### config.mk
export PLATFORM = sky130hd
export DESIGN_NAME = grw_ctrl
export DESIGN_NICKNAME = d
export VERILOG_FILES = /design/src/rtl/grw_pkg.sv /design/src/rtl/grw_ctrl.sv
export SDC_FILE = /design/constraint.sdc
export NUM_CORES = 1
export LEC_CHECK = 0
export ABC_AREA = 0
export BUFFER_PORTS_ARGS = -buffer_cell sky130_fd_sc_hd__clkbuf_2
export CAP_MARGIN = 15
export CORE_MARGIN = 3
export CORE_UTILIZATION = 53
export CTS_CLUSTER_DIAMETER = 80
export DETAILED_ROUTE_END_ITERATION = 7
export PLACE_DENSITY = 0.73
export SYNTH_ARGS = -nofsm -noshare
export SYNTH_HDL_FRONTEND = slang
export SYNTH_SLANG_ARGS = --single-unit
### constraint.sdc
create_clock -name clk_i -period 2.11 [get_ports clk_i]
set_input_delay 0.1055 -clock clk_i [delete_from_list [all_inputs] [get_ports clk_i]]
set_output_delay 0.1055 -clock clk_i [all_outputs]
set_load 0.005 [all_outputs]
### src/rtl/grw_pkg.sv
// Shared types and constants for the grid ray cell walker.
// No dependencies; every other RTL file imports this package.
`default_nettype none

package grw_pkg;

  // Default values for the top-level parameters.
  localparam int unsigned MAP_SIDE_DEF  = 64;
  localparam int unsigned CELL_BITS_DEF = 8;

  // Saturation limit for unit steps, side lengths and the distance.
  localparam logic [23:0] DIST_MAX = 24'hFFFFFF;

  // The unit step is 2^30 / |dir|, so the quotient has 31 bits.
  localparam int unsigned DIV_BITS = 31;

  // Request operation codes.
  localparam logic OP_WRITE = 1'b0;
  localparam logic OP_CAST  = 1'b1;

  // Configuration register indexes and reset values.
  localparam logic       CFG_MAP_WIDTH  = 1'b0;
  localparam logic       CFG_MAP_HEIGHT = 1'b1;
  localparam logic [6:0] MAP_DIM_RESET  = 7'd10;

  typedef struct packed {
    logic               operation;
    logic        [5:0]  cell_x;
    logic        [5:0]  cell_y;
    logic        [7:0]  cell_value;
    logic        [21:0] start_x;
    logic        [21:0] start_y;
    logic signed [15:0] dir_x;
    logic signed [15:0] dir_y;
  } grw_req_t;

  typedef struct packed {
    logic signed [7:0]  hit_x;
    logic signed [7:0]  hit_y;
    logic        [7:0]  hit_value;
    logic               outside_map;
    logic        [23:0] distance;
    logic signed [23:0] point_x;
    logic signed [23:0] point_y;
  } grw_rsp_t;

  typedef enum logic [3:0] {
    ST_IDLE,
    ST_DIV_X,
    ST_DIV_Y,
    ST_SIDE_MX,
    ST_SIDE_MY,
    ST_SIDE_WY,
    ST_STEP,
    ST_CHECK,
    ST_PT_MX,
    ST_PT_MY,
    ST_PT_WY,
    ST_DONE
  } grw_state_e;

  typedef enum logic [1:0] {
    MUL_SIDE_X,
    MUL_SIDE_Y,
    MUL_PT_X,
    MUL_PT_Y
  } grw_mul_sel_e;

  // Commands from the controller to the datapath.
  typedef struct packed {
    logic         mem_wr;
    logic         load;
    logic         div_step;
    logic         div_axis;
    logic         div_first;
    logic         div_last;
    logic         mul_en;
    grw_mul_sel_e mul_sel;
    logic         side_wr_x;
    logic         side_wr_y;
    logic         step;
    logic         finish;
    logic         pt_wr_x;
    logic         pt_wr_y;
  } grw_cmd_t;

  // Status from the datapath to the controller.
  typedef struct packed {
    logic on_map;
    logic cell_nz;
  } grw_sts_t;

endpackage

`default_nettype wire

### src/rtl/grw_ctrl.sv
// Controller state machine of the grid ray cell walker.
// Depends on grw_pkg; drives grw_dpath through command and status structs.
`default_nettype none

module grw_ctrl
  import grw_pkg::*;
#(
  parameter int unsigned MAP_SIDE = MAP_SIDE_DEF
) (
  input  wire logic     clk_i,
  input  wire logic     rst_ni,
  input  wire logic     start,
  input  wire logic     operation_i,
  input  grw_sts_t      sts_i,
  output grw_cmd_t      cmd_o,
  output logic          busy,
  output logic          result_valid_o
);

  localparam int unsigned STEP_LIMIT = 2 * MAP_SIDE + 2;
  localparam int unsigned SCW        = $clog2(STEP_LIMIT + 1);
  localparam int unsigned DCW        = $clog2(DIV_BITS);

  grw_state_e       state_q, state_d;
  logic [DCW-1:0]   div_cnt_q, div_cnt_d;
  logic [SCW-1:0]   steps_q, steps_d;
  logic             stop;

  always_ff @(posedge clk_i or negedge rst_ni) begin
    if (!rst_ni) begin
      state_q   <= ST_IDLE;
      div_cnt_q <= '0;
      steps_q   <= '0;
    end else begin
      state_q   <= state_d;
      div_cnt_q <= div_cnt_d;
      steps_q   <= steps_d;
    end
  end

  assign stop = !sts_i.on_map || sts_i.cell_nz || (steps_q == SCW'(STEP_LIMIT));

  always_comb begin
    state_d        = state_q;
    div_cnt_d      = div_cnt_q;
    steps_d        = steps_q;
    cmd_o          = '0;
    cmd_o.mul_sel  = MUL_SIDE_X;
    busy           = 1'b1;
    result_valid_o = 1'b0;
    cmd_o.div_first = (div_cnt_q == '0);
    cmd_o.div_last  = (div_cnt_q == DCW'(DIV_BITS - 1));
    case (state_q)
      ST_IDLE: begin
        busy = 1'b0;
        if (start) begin
          if (operation_i == OP_WRITE) begin
            cmd_o.mem_wr = 1'b1;
          end else begin
            cmd_o.load = 1'b1;
            div_cnt_d  = '0;
            steps_d    = '0;
            state_d    = ST_DIV_X;
          end
        end
      end
      ST_DIV_X, ST_DIV_Y: begin
        cmd_o.div_step = 1'b1;
        cmd_o.div_axis = (state_q == ST_DIV_Y);
        if (cmd_o.div_last) begin
          div_cnt_d = '0;
          state_d   = (state_q == ST_DIV_X) ? ST_DIV_Y : ST_SIDE_MX;
        end else begin
          div_cnt_d = div_cnt_q + 1'b1;
        end
      end
      ST_SIDE_MX: begin
        cmd_o.mul_en  = 1'b1;
        cmd_o.mul_sel = MUL_SIDE_X;
        state_d       = ST_SIDE_MY;
      end
      ST_SIDE_MY: begin
        cmd_o.side_wr_x = 1'b1;
        cmd_o.mul_en    = 1'b1;
        cmd_o.mul_sel   = MUL_SIDE_Y;
        state_d         = ST_SIDE_WY;
      end
      ST_SIDE_WY: begin
        cmd_o.side_wr_y = 1'b1;
        state_d         = ST_STEP;
      end
      ST_STEP: begin
        cmd_o.step = 1'b1;
        steps_d    = steps_q + 1'b1;
        state_d    = ST_CHECK;
      end
      ST_CHECK: begin
        if (stop) begin
          cmd_o.finish = 1'b1;
          state_d      = ST_PT_MX;
        end else begin
          state_d = ST_STEP;
        end
      end
      ST_PT_MX: begin
        cmd_o.mul_en  = 1'b1;
        cmd_o.mul_sel = MUL_PT_X;
        state_d       = ST_PT_MY;
      end
      ST_PT_MY: begin
        cmd_o.pt_wr_x = 1'b1;
        cmd_o.mul_en  = 1'b1;
        cmd_o.mul_sel = MUL_PT_Y;
        state_d       = ST_PT_WY;
      end
      ST_PT_WY: begin
        cmd_o.pt_wr_y = 1'b1;
        state_d       = ST_DONE;
      end
      ST_DONE: begin
        result_valid_o = 1'b1;
        state_d        = ST_IDLE;
      end
      default: begin
        state_d = ST_IDLE;
      end
    endcase
  end

endmodule

`default_nettype wire

Word-level counts from Yosys, hierarchy flattened
Index checks and enable logic that the tools add are counted.

Register bits: 17. Bits of input ports: 6. Word-level logic and storage cells: 60.

Add/sub/neg operators: 2. Equal/unequal tests: 16. Mux-type cells: 28. Reduce and logical (&&, ||, !) cells: 11.

Operators with widths (number): 4-bit one-hot mux with 10 select lines (1); 4-bit by 3-bit equality test with 1-bit output (second input constant) (4); 4-bit equality test (second input constant) (4); 4-bit two-way mux (4); 8-bit two-way mux (2); 8-bit one-hot mux with 2 select lines (1); 5-bit two-way mux (3); 1-bit two-way mux (12); 3-bit one-hot mux with 4 select lines (1); 5-bit one-hot mux with 2 select lines (1); 3-bit AND reduction (3); 8-bit by 1-bit adder with 8-bit output (second input constant) (1); 4-bit by 2-bit equality test with 1-bit output (second input constant) (2); 8-bit equality test (second input constant) (1); 2-bit two-way mux (3); 2-bit inequality test (second input constant) (3); 5-bit by 1-bit adder with 5-bit output (second input constant) (1); 5-bit equality test (second input constant) (1); 5-bit zero test (1); 4-bit by 1-bit equality test with 1-bit output (second input constant) (1); 4-bit zero test (1); 2-bit nonzero test (2); 1-bit logical OR (2); 2-bit OR reduction (1); 1-bit zero test (1).

Longest topological paths before layout
Gate-level depths: netlist of run 1.

Word-level depth: 5. Depth in mapped cells: 7. Mapped depth without buffers: 7.

Worst setup path before layout of run 1
Ideal clock, no wire load.

Path kind: flip-flop to flip-flop. Start: register state_q[0]. End: register div_cnt_q[2]. Library setup time: 119 ps. Data arrival time: 1383 ps. Required time: 1991 ps. Path slack: 609 ps. Stages on the path, launching flop included: 6. Buffers on the path: 1. Period minus slack after synthesis: 1501 ps. Cells stage by stage: dfrtp_1 > buf_2 > or4_4 > nor2_4 > a21o_1 > nor2_1.

Cells in the longest elaborated chain, start to end: 4.

Ends and longest elaborated chain: from (decl) (line grw_ctrl.sv:24) `grw_state_e state_q, state_d;`; from (signal assigned) (line grw_ctrl.sv:35) `state_q <= state_d;`; 4-bit by 2-bit equality test with 1-bit output / 4-bit by 1-bit equality test with 1-bit output (equally long branches) (line grw_ctrl.sv:53) `case (state_q)`; 2-bit OR reduction (line grw_ctrl.sv:53); 2-bit nonzero test (no line); 3-bit AND reduction (no line); to (signal assigned) (line grw_ctrl.sv:36) `div_cnt_q <= div_cnt_d;`; to (decl) (line grw_ctrl.sv:25) `logic [DCW-1:0] div_cnt_q, div_cnt_d;`.

Several ways; a longest one is shown, not always the timed one. A chain may end at the register's enable or synchronous reset.

==> results, run 1 <==
- Once detailed placement completed, the half-perimeter wirelength came to 1768 um.
- The top routing layer in use is met4.
- 0 antenna diodes ended up in the layout.
- The synthesized netlist devotes under 10% of its cell area to adder and majority cells.
- Sequential cells burn between 40% and 50% of the power.
- For the pin with the worst max-slew slack, the measured transition is between 400 and 500 ps.
- The internal portion of the total power is 968.4 uW.
- The total die area is between 0.002 and 0.003 mm^2.
- The number of buffers on the longest clock path is 2.
- Clock latency on the worst-skew pair, taken at its later pin, is roughly 300 ps.
- The worst pin sits at a relative slew slack of about two thirds.
- The power density over cell area is 1392 mW/mm^2.
- Of the cells placed in the final design, the portion with a size suffix greater than 1 is 23.68%.
- The critical path required time is around 2000 ps.
- The synthesized-area fraction occupied by ao, oa, aoi and oai cells is between 10% and 20%.
- In this run switching power makes up between 40% and 50% of total power.
- The warning count from the yosys run is 0.
- The total via count after detailed routing is between 1,000 and 1,500.
- The worst path uses 92.22% of the clock period.
- By area, the combinational part of the netlist is dominated by simple AND/OR/NAND/NOR gates.
- Across the run, the number of max-cap violations was 0.
- The post-layout net count is about 160.
- The fraction of the mapped netlist area in simple logic gates is 26.95%.
- In this run the vertical extent of the chip is about 52 um.
- The data arrival time of the critical path is approximately 1800 ps.
- Synthesis instantiated 33 different standard cells from the library.
- Measured on the finished design, the core utilization comes to approximately two thirds.
- Synthesis produced a netlist with a net count of 140.
- The critical path startpoint category is a flop.
- After synthesis the cells add up to around 0.0011 mm^2.
- The number of failing hold endpoints at the final stage is 0.
- Once layout is done, the placed cells without fillers occupy ~0.0013 mm^2.
- Summed over all layers, the global routing overflow is 0.
- In this run, the clock network consumes roughly a tenth of the power.
- The share of synthesized area occupied by flip-flops and latches is between 30% and 40%.
- Buffers inserted during clock tree synthesis total 3.
- The final routed wire length divided by cell count is roughly 13 um.
- The largest net degree at the start of global routing is 18.
- The number of hold buffers added after CTS is 1.
- In this run the standard cell core region covers 0.002002 mm^2.
- By startpoint and endpoint, the worst setup path is classified as reg2out.
- The clock sink total is 17.
- The tree is rooted in a sky130_fd_sc_hd__clkbuf_4.
- The sum of negative setup slack is 0 ps.
- For this run, the top clock speed supported by timing is between 0.5 and 0.6 GHz.
- The initial antenna violation count was 0.
- The site row count is 16.
- In this run, the number of DRC markers left after iteration 0 of detailed routing was 21.
- The congestion estimate from routability-driven global placement came to slightly below 0.9.
- Averaged over all synthesized cells, the footprint is roughly 8.8 um^2.
- Counting I/O delays and the setup requirement, the final critical path takes just under 2000 ps.
- From left edge to right edge, the die measures 52.33 um.
- The first-pass GRT wire length is a little under 4000 um.
- In the global route stage, overall resource usage came out at between 10% and 20%.
- The number of H-tree levels is 1.
- Fill cells in the final layout number about 180.
- Of the post-synthesis cell area, the part taken by muxes is 0%.
- Of the total synthesized cell area, the portion taken by XOR and XNOR cells is roughly 6.9%.
- The pre-antenna-repair detailed-routing pass consisted of 5 iterations.
- For this run, the number of standard cells in the final layout without fillers is about 180.
- The run finished with clean final reports.
- In this run the post-CTS setup repair buffer count came out at 0.
- The initial standard-cell utilization of the core is a little under three fifths.
- In this run, the combinational gates consume 49.7% of the power.
- Counting tap cells, the placed design contains a total of approximately 170 instances.
- For this block, wires on met1 add up to between 1000 and 1500 um.
- The net switching power of the design is 842.3 uW.
- The setup check on the worst reg-to-reg path leaves a slack of approximately 430 ps.
- The classification of the worst-slack hold path is in2reg.
- The worst vdd rail ir drop is roughly 0.7 mV.
- The number of max-slew violations in the final report is 0.
- The largest driver fanout on the critical path is 13.
- The register bit count reported by yosys is 17.
- The final layout contains routed wiring with a total length of ~2300 um.
- In the routed design, unresolved DRC markers number 0.
- The leakage power is around 0.60 nW.
- In the detailed route, the total length drawn on met3 is just over 100 um.
- The area growth from synthesis to layout is 14.41%.
- After detailed routing, the met2 layer carries approximately 1000 um of wire.
- The TritonCTS clock tree is done.
- Counting every instance in the synthesized netlist gives ~130.
- The placed standard-cell area is roughly 0.0013 mm^2.
- The worst setup skew after layout is 4.335 ps.
- After clock tree synthesis, the clock-pin slew on the worst setup and hold paths is around 100 ps.
- The nature of the critical path endpoint is a primary output.
- The quantity of gates resized following cts is 0.
- Setup repair after global routing left no endpoint under its margin.
- The number of global-route vias before repair came to 913.
- 23 I/O pins were placed.
- The via-per-instance ratio is roughly 5.7.
- The count of antenna-violating nets left after detailed routing is 0.
- Setup violations remaining at the end of the flow were counted as 0.
- Buffers placed on the I/O ports in this run total 22.
## registers in the layout (all words and copies together) (netlist names)
register,cells
state_q,4
steps_q,8
div_cnt_q,5
## layout by cell type (no fill, tap or decap), drive strengths merged, types with 2 or more instances in the layout
| cell | instances |
|---|---|
| or2 | 3 |
| a211oi | 6 |
| nand2b | 3 |
| xnor2 | 8 |
| nand2 | 9 |
| nand4 | 3 |
| nor4b | 2 |
| nand3 | 6 |
| a2111oi | 3 |
| dfrtp | 17 |
| inv | 10 |
| ha | 5 |
| nor2 | 22 |
| o22ai | 4 |
| a21oi | 5 |
| nor3b | 2 |
| nor3 | 5 |
| o21ai | 3 |
| clkbuf | 26 |
## critical path, stage by stage (launching register included)
cell	delay [ps]
sky130_fd_sc_hd__dfrtp_1	520
sky130_fd_sc_hd__or4_4	620
sky130_fd_sc_hd__nor2_4	240
sky130_fd_sc_hd__clkbuf_2	160
## synthesized netlist by cell type (all sizes together)
master	instances	area [um^2]
a2111oi	3	45.04
a211o	1	8.760
a211oi	6	50.05
a21o	1	7.510
a21oi	5	25.02
a31o	1	8.760
buf	4	20.02
clkbuf	1	3.750
dfrtp	17	425.4
ha	5	62.56
inv	10	37.53
nand2	9	33.78
nand2b	3	18.77
nand3	6	30.03
nand4	3	18.77
nand4bb	1	27.53
nor2	22	90.09
nor3	5	25.02
nor3b	2	15.01
nor4b	2	17.52
o21a	1	7.510
o21ai	3	15.01
o22ai	4	25.02
o311a	1	10.01
or2	3	18.78
or4	1	11.26
xnor2	8	70.07
xor2	1	8.760
## final cells by class
| cell class | instances | area [um^2] | area share (%) |
|---|---|---|---|
| Clock buffer | 4 | 26.28 | 2.019 |
| Inverter | 10 | 37.54 | 2.885 |
| Timing Repair Buffer | 24 | 127.6 | 9.808 |
| Multi-Input combinational cell | 97 | 650.6 | 50.00 |
| Tap cell | 27 | 33.78 | 2.596 |
| Sequential cell | 17 | 425.4 | 32.69 |
## cell families (layout without fill, tap and decap cells)
| logic type | Yosys count | count (layout) |
|---|---|---|
| AO/OA/AOI/OAI | 26 | 26 |
| XOR/XNOR | 9 | 9 |
| adder cells (fa/ha/maj) | 5 | 5 |
| buffers and inverters | 15 | 38 |
| flip-flops | 17 | 17 |
| AND/OR/NAND/NOR | 57 | 57 |
## power by group through the flow
stage                     clock [mW]  sequential, mW  combinational [mW]
after floorplan                    0           0.607               0.765
after global placement             0           0.724               0.890
after detailed placement           0           0.735               0.902
after CTS                      0.181           0.729               0.907
after global routing           0.193           0.763                1.03
final                          0.177           0.734               0.899
## metal layers
| layer | global-route usage (%) | up-vias |
|---|---|---|
| li1 | - | 497 |
| met3 | 3.704 | 6 |
| met4 | 8.936 | 0 |
| met2 | 30.99 | 30 |
| met5 | 0 | - |
| met1 | 25.49 | 479 |
## worst paths after layout
path / from / endpoint / depth (start not counted)
max in group asynchronous: rst_ni / div_cnt_q[2] / 2
worst min-delay path: sts_i[1] / state_q[3] / 3
min in group asynchronous: rst_ni / steps_q[1] / 2
worst max-delay path: state_q[3] / cmd_o[13] / 3
worst max register to register: state_q[3] / div_cnt_q[2] / 4
worst min register to register: steps_q[7] / steps_q[7] / 2
## through the flow
stage / hold WS [ps] / power (mW) / worst slack (ps)
after floorplan: -190.1 / 1.372 / 608.6
after global placement: 51.71 / 1.614 / 469.9
final: 199.8 / 1.811 / 164.1
after CTS: 193.9 / 1.818 / 165.3
after detailed placement: 63.26 / 1.637 / 440.9
after global routing: 214.2 / 1.986 / 89.47
Note: power is estimated with default switching activity, not from simulation.
==> run 2, diff against run 1 <==
--- a/config.mk
+++ b/config.mk
@@ -8,11 +8,13 @@
 export ABC_AREA = 0
 export BUFFER_PORTS_ARGS = -buffer_cell sky130_fd_sc_hd__clkbuf_2
 export CAP_MARGIN = 15
+export CELL_PAD_IN_SITES_DETAIL_PLACEMENT = 0
+export CELL_PAD_IN_SITES_GLOBAL_PLACEMENT = 1
 export CORE_MARGIN = 3
-export CORE_UTILIZATION = 53
+export CORE_UTILIZATION = 36
 export CTS_CLUSTER_DIAMETER = 80
 export DETAILED_ROUTE_END_ITERATION = 7
-export PLACE_DENSITY = 0.73
+export PLACE_DENSITY = 0.7
 export SYNTH_ARGS = -nofsm -noshare
 export SYNTH_HDL_FRONTEND = slang
 export SYNTH_SLANG_ARGS = --single-unit
==> constraint.sdc (replaced) <==
create_clock -name clk_i -period 1.65 [get_ports clk_i]
set_input_delay 0.0825 -clock clk_i [delete_from_list [all_inputs] [get_ports clk_i]]
set_output_delay 0.0825 -clock clk_i [all_outputs]
set_load 0.005 [all_outputs]
==> run 2 against run 1 <==
Against the previous run:
- the run now ends with setup timing left
- via count is 9.7% higher
- combinational power is 130% higher
- final cell count is 23% higher
- highest routed layer unchanged
==> results, run 2 (same netlist as run 1, synthesis figures left out) <==
- The initial antenna violation count was 0 (unchanged).
- The number of failing hold endpoints at the final stage came to 0 (unchanged).
- After layout, the minimum clock period comes to 1732 ps.
- The classification of the worst-slack hold path is in2reg.
- The clock network latency to the later pin of the worst-skew pair is 290 ps (about the same).
- The sum of negative setup slack came to -173.5 ps (-173.5 ps).
- The worst slew margin relative to its limit is 69.68% (+2.4 points).
- The total die area was 0.003869 mm^2 (+41%).
- The startpoint identified for the worst register-to-register timing path is state_q[2].
- In this run the worst setup path begins at state_q[2].
- The clock sink total is 17 (unchanged).
- The standard cell core area came to 0.002877 mm^2 (+44%).
- Leaving out fill and tap cells, the most frequent cell in the layout is sky130_fd_sc_hd__buf_4.
- The number of fill cells is 258 (+43%).
- The met3 routing resource usage after global routing is 3.243% (-0.46 points).
- The site row count was 19 (+3).
- The number of global-route vias before repair is 1,044 (+14%).
- In the layout the commonest cells are sky130_fd_sc_hd__buf_4 (21), sky130_fd_sc_hd__nor2_1 (18), sky130_fd_sc_hd__clkbuf_2 (17), sky130_fd_sc_hd__dfrtp_1 (14).
- The clock-pin slew on the worst setup and hold paths was 110 ps (about the same).
- TritonCTS built the clock tree.
- The met1 global-route usage is 20.74% (-4.8 points).
- The slack of the critical path is -81.65 ps (-245.7 ps).
- The first-pass iteration count of the detailed router came to 4 (-1).
- The antenna cell count is 0 (unchanged).
- The total CTS buffers was 3 (unchanged).
- In this run the worst setup path terminates at cmd_o[13].
- STA classifies the critical path startpoint as a flop.
- The area growth from synthesis to layout is 46.42%.
- The max capacitance violation total is 0 (unchanged).
- The total global routing overflow is 0 (unchanged).
- The met2 routing resource usage after global routing is 25.27% (-5.7 points).
- The first-pass GRT wire length is 4892 um (+25%).
- The final standard cell area without fillers was 0.001665 mm^2 (+28%).
- The largest net degree at the start of global routing is 18 (unchanged).
- The post-layout net count is 190 (+16%).
- The nature of the critical path endpoint is a primary output.
- The top register by number of flip-flops is steps_q.
- The area of all sequential standard cells is 429.2 um^2 (+0.88%).
- After global routing, the most crowded layer is met2.
- The setup slack of the worst register-to-register path is -20 ps (-450 ps).
- The total via count after detailed routing is 1,110 (+9.7%).
- The slowest stage of the critical path is the sky130_fd_sc_hd__or4_4 cell.
- The largest delay contributor family on the critical path is simple AND/OR/NAND/NOR gates.
- The maximum operating frequency is between 0.5 and 0.6 GHz.
- The flip-flop count of the largest register after layout is 8 (unchanged).
- The number of max-slew violations in the final report is 0 (unchanged).
- The worst setup skew after layout is 2.189 ps (-2.146 ps).
- The overall die width is 62.21 um (+19%).
- The largest driver fanout on the critical path is 3 (-10).
- The part of the cycle the worst path needs is 104.9%.
- The final RePlAce weighted congestion is 0.8381 (-4.0%).
- The routed wire length is 3155 um (+35%).
- The fraction of layout cells with a size suffix above 1 is 45.51% (+22 points).
- The signal on the critical path passes through or4_4 > nor2_4 > buf_12 > buf_6.
- The global router's overall resource usage is 15.58% (-4.0 points).
- The top-level port count is 23 (unchanged).
- The critical path class is reg2out.
- The run finished, with violations left.
- The violation count after the first detailed-route iteration is 45 (+110%).
- The count of endpoints failing setup in the final report is 6 (+6).
- The detailed placer's ending HPWL is 2089 um (+18%).
- The number of buffers on the longest clock path is 2 (unchanged).
- The critical path required time is 1570 ps (-430 ps).
- The count of antenna-violating nets left after detailed routing is 0 (unchanged).
- The initial standard-cell utilization of the core is 39.54% (-17 points).
- The checks that failed: setup timing.
- The number of H-tree levels came to 1 (unchanged).
- The root cell of the clock tree is sky130_fd_sc_hd__clkbuf_4.
- The via-per-instance ratio came to 5.045 (-11%).
- The leakage power is 0.7747 nW (+29%).
- The worst vdd rail ir drop came to 1.026 mV (+48%).
- The placed standard-cell area was 0.001349 mm^2 (+6.6%).
- The largest registers in the layout are steps_q: 8 flops, div_cnt_q: 5 flops, state_q: 4 flops.
- The area taken by multi-input logic gates was 745.7 um^2 (+15%).
- The power density over cell area was 1909 mW/mm^2 (+37%).
- Setup repair after global routing could not meet its margin everywhere.
- The detailed-route DRC error count is 0 (unchanged).
- The final routed wire length divided by cell count is 14.34 um (+9.6%).
- The biggest cell delay along the critical path is 580 ps (-40 ps).
- The number of cells on the critical path is 4 (+1).
- The cell count of the worst reg-to-reg path was 6 (+2).
- The chip height is 62.21 um (+19%).
- The buffer and inverter count on the worst path is 2 (+1).
- The number of buffer cells added on primary ports came to 22 (unchanged).
- The data arrival time of the critical path is 1650 ps (-190 ps).
- In this run the critical register-to-register path is captured at div_cnt_q[2].
- The slew at the pin closest to its max-slew limit was 454.8 ps (-35.78 ps).
-- run 2: cell count changes in the layout (fill, tap and decap cells not counted), sizes merged --
cell | previous run | this run
clkinv | 0 | 1
buf | 1 | 32
clkbuf | 26 | 20
-- run 2: worst min path at each step --
stage          startpoint           end  cells past startpoint
2_1_floorplan      rst_ni  div_cnt_q[0]                      0
3_3_place_gp       rst_ni  div_cnt_q[2]                      1
3_5_place_dp       rst_ni    steps_q[7]                      1
4_1_cts          sts_i[1]    state_q[3]                      4
5_1_grt          sts_i[1]    state_q[3]                      4
6_report         sts_i[1]    state_q[3]                      4
-- run 2: cell type report --
cell class                 count  area share [%]
clock inverter                 1          0.3005
sequential                    17           25.77
inverter                      10           2.404
multi-input combinational     97           44.78
timing repair buffer          50           22.24
tap                           42           3.156
clock buffer                   3           1.352
-- run 2: worst reg2reg max path: cells and delay by family (launching register included) --
family	cells	cell delay (ps)
and+or+nand+nor	3	800
AOI/OAI and AO/OA	1	130
DFF	1	430
buffers and inverters	2	210
-- run 2: repair_timing --
action,in CTS,in global routing
endpoints found under the hold margin,17,0
gates cloned,0,0
pin swaps,8,9
hold buffers,1,0
setup endpoints to repair,7,16
gates resized for setup,10,27
buffers inserted,8,11
-- run 2: stage by stage --
step                      setup WS, ps  hold slack, ps  cells  utilization (%)  power [mW]
after global placement           118.1           49.29    196            46.89       2.241
after floorplan                  148.6          -213.1    129                -       1.755
final                           -81.65           240.0    220            57.89       3.178
after detailed placement         95.10           50.18    196            46.89       2.263
after global routing            -137.7           237.9    220            57.89       3.448
after CTS                       -75.55           230.4    209            51.67       2.697
-- run 2: report_power, final --
part / total, mW / switching (mW) / internal, mW
clock network: 0.229 / 0.139 / 0.0900
logic: 2.11 / 1.03 / 1.08
registers: 0.836 / 0.219 / 0.616
-- run 2: routing by layer --
| layer | routed length (um) | share of wire (%) |
|---|---|---|
| met5 | 0 | 0 |
| met4 | 46 | 1.5 |
| met3 | 111 | 3.5 |
| met2 | 1595 | 51 |
| met1 | 1400 | 44 |
